## config.mk

```make
export PLATFORM = sky130hd
export DESIGN_NAME = pcsb_ctrl
export DESIGN_NICKNAME = d
export VERILOG_FILES = /design/src/hw/rtl/assert_macros.svh /design/src/hw/rtl/pcsb_pkg.sv /design/src/hw/rtl/pcsb_ctrl.sv
export SDC_FILE = /design/constraint.sdc
export NUM_CORES = 1
export LEC_CHECK = 0
export BUFFER_PORTS_ARGS = -buffer_cell sky130_fd_sc_hd__buf_4
export CAP_MARGIN = 10
export CORE_MARGIN = 10
export CORE_UTILIZATION = 50
export CTS_CLUSTER_DIAMETER = 30
export DETAILED_ROUTE_END_ITERATION = 8
export PLACE_DENSITY = 0.81
export SETUP_SLACK_MARGIN = 0.05
export SLEW_MARGIN = 20
export SYNTH_ARGS = -nofsm -noshare
export SYNTH_HDL_FRONTEND = slang
export SYNTH_SLANG_ARGS = --single-unit
```

## constraint.sdc

```tcl
create_clock -name i_clk -period 2 [get_ports i_clk]
set_input_delay 0.4 -clock i_clk [delete_from_list [all_inputs] [get_ports i_clk]]
set_output_delay 0.4 -clock i_clk [all_outputs]
set_load 0.02 [all_outputs]
```

## src/hw/rtl/assert_macros.svh

```systemverilog
// Assertion macros shared by the RTL.
`ifndef ASSERT_MACROS_SVH
`define ASSERT_MACROS_SVH

// Checked at the rising edge, skipped while reset is held.
`define ASSERT_CLK(lbl, clk, rst_n, prop) \
    lbl: assert property (@(posedge clk) disable iff (!rst_n) prop) \
        else $error("assertion failed: lbl");

// Implication form: when ante holds, cons must hold in the next cycle.
`define ASSERT_NEXT(lbl, clk, rst_n, ante, cons) \
    lbl: assert property (@(posedge clk) disable iff (!rst_n) (ante) |=> (cons)) \
        else $error("assertion failed: lbl");

`endif

```

## src/hw/rtl/pcsb_pkg.sv

```systemverilog
// Package of the scan binner: sizes, codes, command and status types, CORDIC table.
`timescale 1ns / 1ps
`default_nettype none
package pcsb_pkg;

    localparam int NUM_BINS     = 512;
    localparam int ADDR_W       = $clog2(NUM_BINS);
    localparam int CORDIC_STEPS = 16;
    localparam int DIV_STEPS    = 17;
    localparam int SQRT_STEPS   = 20;
    localparam int CORD_CYC     = (CORDIC_STEPS > DIV_STEPS) ? CORDIC_STEPS : DIV_STEPS;
    localparam int ROOT_CYC     = (SQRT_STEPS > DIV_STEPS) ? SQRT_STEPS : DIV_STEPS;
    localparam int CNT_W        = (ADDR_W > 5) ? ADDR_W : 5;
    localparam int CFG_IDX_W    = 3;
    localparam int CFG_DATA_W   = 20;
    localparam int BIN_SEL_W    = 9;
    localparam int RANGE_W      = 17;
    localparam logic [RANGE_W-1:0] EMPTY_RANGE = 17'h10000;

    typedef enum logic [CFG_IDX_W-1:0] {
        CFG_HEIGHT_LOW  = 3'd0,
        CFG_HEIGHT_HIGH = 3'd1,
        CFG_RANGE_LOW   = 3'd2,
        CFG_RANGE_HIGH  = 3'd3,
        CFG_ANGLE_START = 3'd4,
        CFG_ANGLE_END   = 3'd5,
        CFG_ANGLE_STEP  = 3'd6
    } t_cfg_idx;

    typedef enum logic [3:0] {
        S_CLEAR,
        S_IDLE,
        S_SQ,
        S_CHK,
        S_CORD,
        S_WRAP,
        S_ROOT,
        S_IDX,
        S_UPD,
        S_RDBIN,
        S_OUT
    } t_state;

    typedef struct packed {
        logic             load;
        logic             mul_en;
        logic             acc_en;
        logic             cordic_init;
        logic             cordic_step;
        logic             div_init_d;
        logic             div_init_off;
        logic             div_step;
        logic             qd_save;
        logic             sqrt_init;
        logic             sqrt_step;
        logic             rd_en;
        logic             rd_bin;
        logic             upd_wr;
        logic             clr_wr;
        logic             out_en;
        logic [CNT_W-1:0] cnt;
    } t_dp_cmd;

    typedef struct packed {
        logic height_ok;
        logic range_ok;
        logic off_ok;
        logic idx_ok;
    } t_dp_sts;

    // arctan(2^-i) in binary angle units, rounded
    function automatic logic [13:0] atan_tab(input logic [4:0] i);
        logic [13:0] v;
        case (i)
            5'd0:    v = 14'd8192;
            5'd1:    v = 14'd4836;
            5'd2:    v = 14'd2555;
            5'd3:    v = 14'd1297;
            5'd4:    v = 14'd651;
            5'd5:    v = 14'd326;
            5'd6:    v = 14'd163;
            5'd7:    v = 14'd81;
            5'd8:    v = 14'd41;
            5'd9:    v = 14'd20;
            5'd10:   v = 14'd10;
            5'd11:   v = 14'd5;
            5'd12:   v = 14'd3;
            5'd13:   v = 14'd1;
            5'd14:   v = 14'd1;
            default: v = 14'd0;
        endcase
        return v;
    endfunction

endpackage
`default_nettype wire

```

## src/hw/rtl/pcsb_ctrl.sv

```systemverilog
// Controller of the scan binner: sequences clear sweep, point pipeline and bin readout.
`timescale 1ns / 1ps
`default_nettype none
module pcsb_ctrl (
    input  wire logic              i_clk,
    input  wire logic              i_rst_n,
    input  wire logic              i_start,
    input  wire logic              i_cmd,
    input  wire pcsb_pkg::t_dp_sts i_sts,
    output pcsb_pkg::t_dp_cmd      o_dp_cmd,
    output logic                   o_busy
);

    pcsb_pkg::t_state r_state, n_state;
    logic [pcsb_pkg::CNT_W-1:0] r_cnt, n_cnt;

    always_ff @(posedge i_clk) begin
        if (!i_rst_n) begin
            r_state <= pcsb_pkg::S_CLEAR;
            r_cnt   <= '0;
        end else begin
            r_state <= n_state;
            r_cnt   <= n_cnt;
        end
    end

    always_comb begin
        n_state = r_state;
        case (r_state)
            pcsb_pkg::S_CLEAR:
                if (r_cnt == pcsb_pkg::CNT_W'(pcsb_pkg::NUM_BINS - 1)) n_state = pcsb_pkg::S_IDLE;
            pcsb_pkg::S_IDLE:
                if (i_start) n_state = i_cmd ? pcsb_pkg::S_RDBIN : pcsb_pkg::S_SQ;
            pcsb_pkg::S_SQ:
                if (r_cnt == pcsb_pkg::CNT_W'(4)) n_state = pcsb_pkg::S_CHK;
            pcsb_pkg::S_CHK:
                n_state = (i_sts.height_ok && i_sts.range_ok) ? pcsb_pkg::S_CORD
                                                              : pcsb_pkg::S_IDLE;
            pcsb_pkg::S_CORD:
                if (r_cnt == pcsb_pkg::CNT_W'(pcsb_pkg::CORD_CYC - 1)) n_state = pcsb_pkg::S_WRAP;
            pcsb_pkg::S_WRAP:
                n_state = i_sts.off_ok ? pcsb_pkg::S_ROOT : pcsb_pkg::S_IDLE;
            pcsb_pkg::S_ROOT:
                if (r_cnt == pcsb_pkg::CNT_W'(pcsb_pkg::ROOT_CYC - 1)) n_state = pcsb_pkg::S_IDX;
            pcsb_pkg::S_IDX:
                n_state = i_sts.idx_ok ? pcsb_pkg::S_UPD : pcsb_pkg::S_IDLE;
            pcsb_pkg::S_UPD:   n_state = pcsb_pkg::S_IDLE;
            pcsb_pkg::S_RDBIN: n_state = pcsb_pkg::S_OUT;
            pcsb_pkg::S_OUT:   n_state = pcsb_pkg::S_IDLE;
            default:           n_state = pcsb_pkg::S_IDLE;
        endcase
        n_cnt = (n_state != r_state) ? '0 : r_cnt + 1'b1;
    end

    always_comb begin
        o_dp_cmd     = '0;
        o_dp_cmd.cnt = r_cnt;
        o_busy       = (r_state != pcsb_pkg::S_IDLE);
        case (r_state)
            pcsb_pkg::S_CLEAR: o_dp_cmd.clr_wr = 1'b1;
            pcsb_pkg::S_IDLE:  o_dp_cmd.load = i_start;
            pcsb_pkg::S_SQ: begin
                o_dp_cmd.mul_en = (r_cnt < pcsb_pkg::CNT_W'(4));
                o_dp_cmd.acc_en = (r_cnt != '0);
            end
            pcsb_pkg::S_CHK: begin
                o_dp_cmd.cordic_init = 1'b1;
                o_dp_cmd.div_init_d  = 1'b1;
            end
            pcsb_pkg::S_CORD: begin
                o_dp_cmd.cordic_step = (r_cnt < pcsb_pkg::CNT_W'(pcsb_pkg::CORDIC_STEPS));
                o_dp_cmd.div_step    = (r_cnt < pcsb_pkg::CNT_W'(pcsb_pkg::DIV_STEPS));
            end
            pcsb_pkg::S_WRAP: begin
                o_dp_cmd.qd_save      = 1'b1;
                o_dp_cmd.div_init_off = 1'b1;
                o_dp_cmd.sqrt_init    = 1'b1;
            end
            pcsb_pkg::S_ROOT: begin
                o_dp_cmd.div_step  = (r_cnt < pcsb_pkg::CNT_W'(pcsb_pkg::DIV_STEPS));
                o_dp_cmd.sqrt_step = (r_cnt < pcsb_pkg::CNT_W'(pcsb_pkg::SQRT_STEPS));
            end
            pcsb_pkg::S_IDX:   o_dp_cmd.rd_en = 1'b1;
            pcsb_pkg::S_UPD:   o_dp_cmd.upd_wr = 1'b1;
            pcsb_pkg::S_RDBIN: begin
                o_dp_cmd.rd_en  = 1'b1;
                o_dp_cmd.rd_bin = 1'b1;
            end
            pcsb_pkg::S_OUT:   o_dp_cmd.out_en = 1'b1;
            default:           o_dp_cmd = '0;
        endcase
    end

endmodule
`default_nettype wire

```

# After elaboration in Yosys (flattened, before gate mapping)
# Cells that the tools add are included.
# totals
ff_bits	13
elab_cells	55
input_bits	8
# op_classes
n_bitwise	1
order_cmp	4
n_addsub	1
n_reduce_logical	7
n_mux	24
eq_ne	16
# ops
op	count
$pmux W4 S9	1
$mux W4	7
$lt A9 B5 Y1 const B	3
$eq A9 B5 Y1 const B	2
$eq A4 B3 Y1 const B	4
$eq A4 B4 Y1 const B	3
$mux W1	11
$reduce_or A11 Y1	1
$add A9 B1 Y9 const B	1
$eq A9 B3 Y1 const B	1
$eq A9 B9 Y1 const B	1
$lt A9 B3 Y1 const B	1
$mux W9	1
$reduce_bool A9 Y1	1
$eq A4 B2 Y1 const B	2
$mux W3	2
$reduce_or A2 Y1	3
$eq A4 B1 Y1 const B	1
$logic_not A4 Y1	1
$mux W2	2
$ne A4 B1 Y1 const B	1
$ne A4 B4 Y1	1
$logic_and A1 B1 Y1	1
$not A1 Y1	1

# Logic depth before layout (Yosys ltp)
# depth
word_depth	5
mapped_depth	8
ltp_nobuf	8

# Least setup slack after synthesis
# OpenSTA, ideal clock, no wires.
# synth_timing
kind	reg-to-output
start	register r_state[3]
end	output port o_dp_cmd[22] in the netlist's numbering
path_stages_with_launch	4
path_slack_ns	0.216
arrival_time_ns	1.384
path_buffers	1
required_ns	1.600
path_cell_list	dfxtp_1 > clkbuf_2 > or4b_4 > a31oi_1
# synth_lines
item	line_no	text
from (decl)	pcsb_ctrl.sv:14	pcsb_pkg::t_state r_state, n_state;
from (signal assigned)	pcsb_ctrl.sv:19	r_state <= pcsb_pkg::S_CLEAR;
from (signal assigned)	pcsb_ctrl.sv:22	r_state <= n_state;
to (decl)	pcsb_ctrl.sv:10	output pcsb_pkg::t_dp_cmd o_dp_cmd,

==> out/metrics.cfg <==
[run_status]
outcome=completed

[die]
io_pins=34
die_y_um=66.8
fp-row-count=16
core_mm2=0.00202
start_util_pct=54.2
die_w_um=66.8
die_area_mm2=0.00446

[cells_and_area]
stdcell_area_mm2=0.00154
finalNetCount=192
fillers=153
synthToLayoutAreaGrowth_pct=40.3
layout_common_cells=45 x buf_4, 13 x nand2_1, 12 x and2_1
final_common_cell=buf_4
seq_area_um2=274
antenna_cells=0
drive_gt1_share_pct=47.2
multi_input_area_um2=802

[route]
drt_pass1_iterations=4
num_vias=1208
drt_iter0_drc=75
vias_per_cell=5.84
ant_nets=0
drcViolationCount=0
wl_per_cell_um=17.3
wl_mm=3.58

[synthesis]
synth_ff_type=dfxtp_1
synth_seq_cells=13
yosysWarnings=0
avgSynthCellArea_um2=7.94
ys_seq_area_share_pct=23.7
postSynth.asyncResetShare_pct=0
synth_fp_nets=149
syn-cell-area_mm2=0.00110
ys_types=41
synth_edf_count=0
synth_cells=138

[global_routing]
grt_pass1_vias=1103
grt_pass1_wl_mm=5.31
grt.overflow.total=0
grt_max_degree=14
grtUsageTotal_pct=14.5
antenna_found_initial=0

[setup_path]
cpLargestDelayFamily=simple AND/OR/NAND/NOR gates
crit_type=reg -> out
path_cells=buf_8 -> or4b_4 -> a31oi_1 -> buf_4
rrSetupSlack_ns=0.14
cp-start-kind=flip-flop
endpoint_kind=output pin
path_max_fanout=8
worstPathArrival_ns=1.57
required_ns=1.60
cpMaxStageDelayCell=or4b_4
crit_buf_inv=2
critPathMaxStageDelay_ns=0.50

[timing]
hold_slack_ns=0.370
fin_ws_ns=0.0335
setup_violations=0
post-route-period-util_pct=98.3
worst-slew-pin-transition_ns=0.629
skew_ns=0.00222
timing_hold_violations_final=0
slew_violations=0
maxSlewHeadroom_pct=57.6
fmax_mhz=509
period_needed_ns=1.97
rsz0062_at_grt=yes

[clock_network]
ctsHtreeMaxLevel=1
cts_sinks=13
cts-hold-fix-buffers=0
clock_latency_ns=0.28
cts_tree=yes
numCtsBuffers=3
clk_pin_slew_ns=0.08
clockBufferDepth=2
clockRootBuffer=clkbuf_4

[power]
p_seq_share_pct=49.9
power_frac_comb_pct=21.0
p_sw_w=0.000171
powerDensity_mw_per_mm2=371
worst_ir_drop_vdd_v=0.000640
p_leak_nw=0.648
clkPwrFrac_pct=29.1
internal-power_w=0.000400
swShare_pct=29.9

[placed_design]
place.port_buffers=33
place_ws_ns=-0.0299
placed_area_mm2=0.00134
hpwl_mm=2.45
routabilityCongestion=0.876

[min_path]
min_path_type=in -> reg

[job]
maxCapViolations=0

metal layers:
metal	track usage (%)	routed length [um]	up-vias
li1	-	-	584
met1	16.8	1410	563
met2	23.9	1760	57
met3	7.19	390	4
met4	2.09	25	0
met5	0	0	-
final cells by class:
cell class	instances	share of cell area, %
flip-flops and latches	13	17.8
repair buffers	48	24.4
well taps	27	2.20
clock buffers	4	1.71
inverters	7	1.71
multi-input cells	108	52.2
cells in the mapped netlist, types with 3 or more instances:
cell type  count  area (um2)
nand3_1        3        15.0
a21oi_1        8        40.0
and2_1        12        75.1
nand2_1       14        52.6
nor3_1         5        25.0
ha_1           3        37.5
buf_4          3        22.5
nand4_1        4        25.0
nor2_1        10        37.5
a31oi_1        3        18.8
xor2_1         4        35.0
o21ai_0        3        15.0
clkbuf_8       4        55.1
inv_1          7        26.3
a211oi_1      11        82.6
dfxtp_1       13         260
final timing paths:
path                                             from  cells after the start                     to
worst max-delay path            r_state[0]$_SDFF_PN0_                      4           o_dp_cmd[22]
worst min-delay path                          i_rst_n                      2  r_state[1]$_SDFF_PN0_
worst max register to register    r_cnt[0]$_SDFF_PP0_                      8  r_state[0]$_SDFF_PN0_
worst min register to register    r_cnt[0]$_SDFF_PP0_                      1    r_cnt[0]$_SDFF_PP0_
state kept, by name (all words and copies together) (netlist names):
signal,count
r_state,4
r_cnt,9
kinds of logic after synthesis:
logic type	after synthesis	synth area share (%)
simple gates	64	34.7
compound gates	33	20.7
buf+inv	18	11.6
flops	13	23.7
xor+xnor	6	4.79
fa+ha+maj	3	3.43
mux	1	1.03
repair_timing:
action / in CTS / in global routing
gates resized for setup: 8 / 23
setup endpoints to repair: 14 / 19
pin swaps: 0 / 7
buffers inserted: 3 / 4
gates cloned: 0 / 1
stage by stage:
| step | util (%) | power [W] | cells | setup TNS, ns |
|---|---|---|---|---|
| 2_1_floorplan | - | 0.000351 | 138 | 0 |
| 3_3_place_gp | 66.1 | 0.000392 | 195 | 0 |
| 3_5_place_dp | 66.1 | 0.000394 | 195 | -0.0303 |
| 4_1_cts | 69.7 | 0.000563 | 202 | 0 |
| 5_1_grt | 76.1 | 0.000601 | 207 | -0.0560 |
| 6_report | 76.1 | 0.000571 | 207 | 0 |
power groups by stage:
stage	Clock [W]	Combinational, W	Sequential, W
after floorplan	0	0.0000691	0.000282
after global placement	0	0.000104	0.000287
after detailed placement	0	0.000106	0.000288
after CTS	0.000173	0.000108	0.000282
after global routing	0.000181	0.000132	0.000287
final	0.000166	0.000120	0.000285
Power figures use the tool's default switching activity.
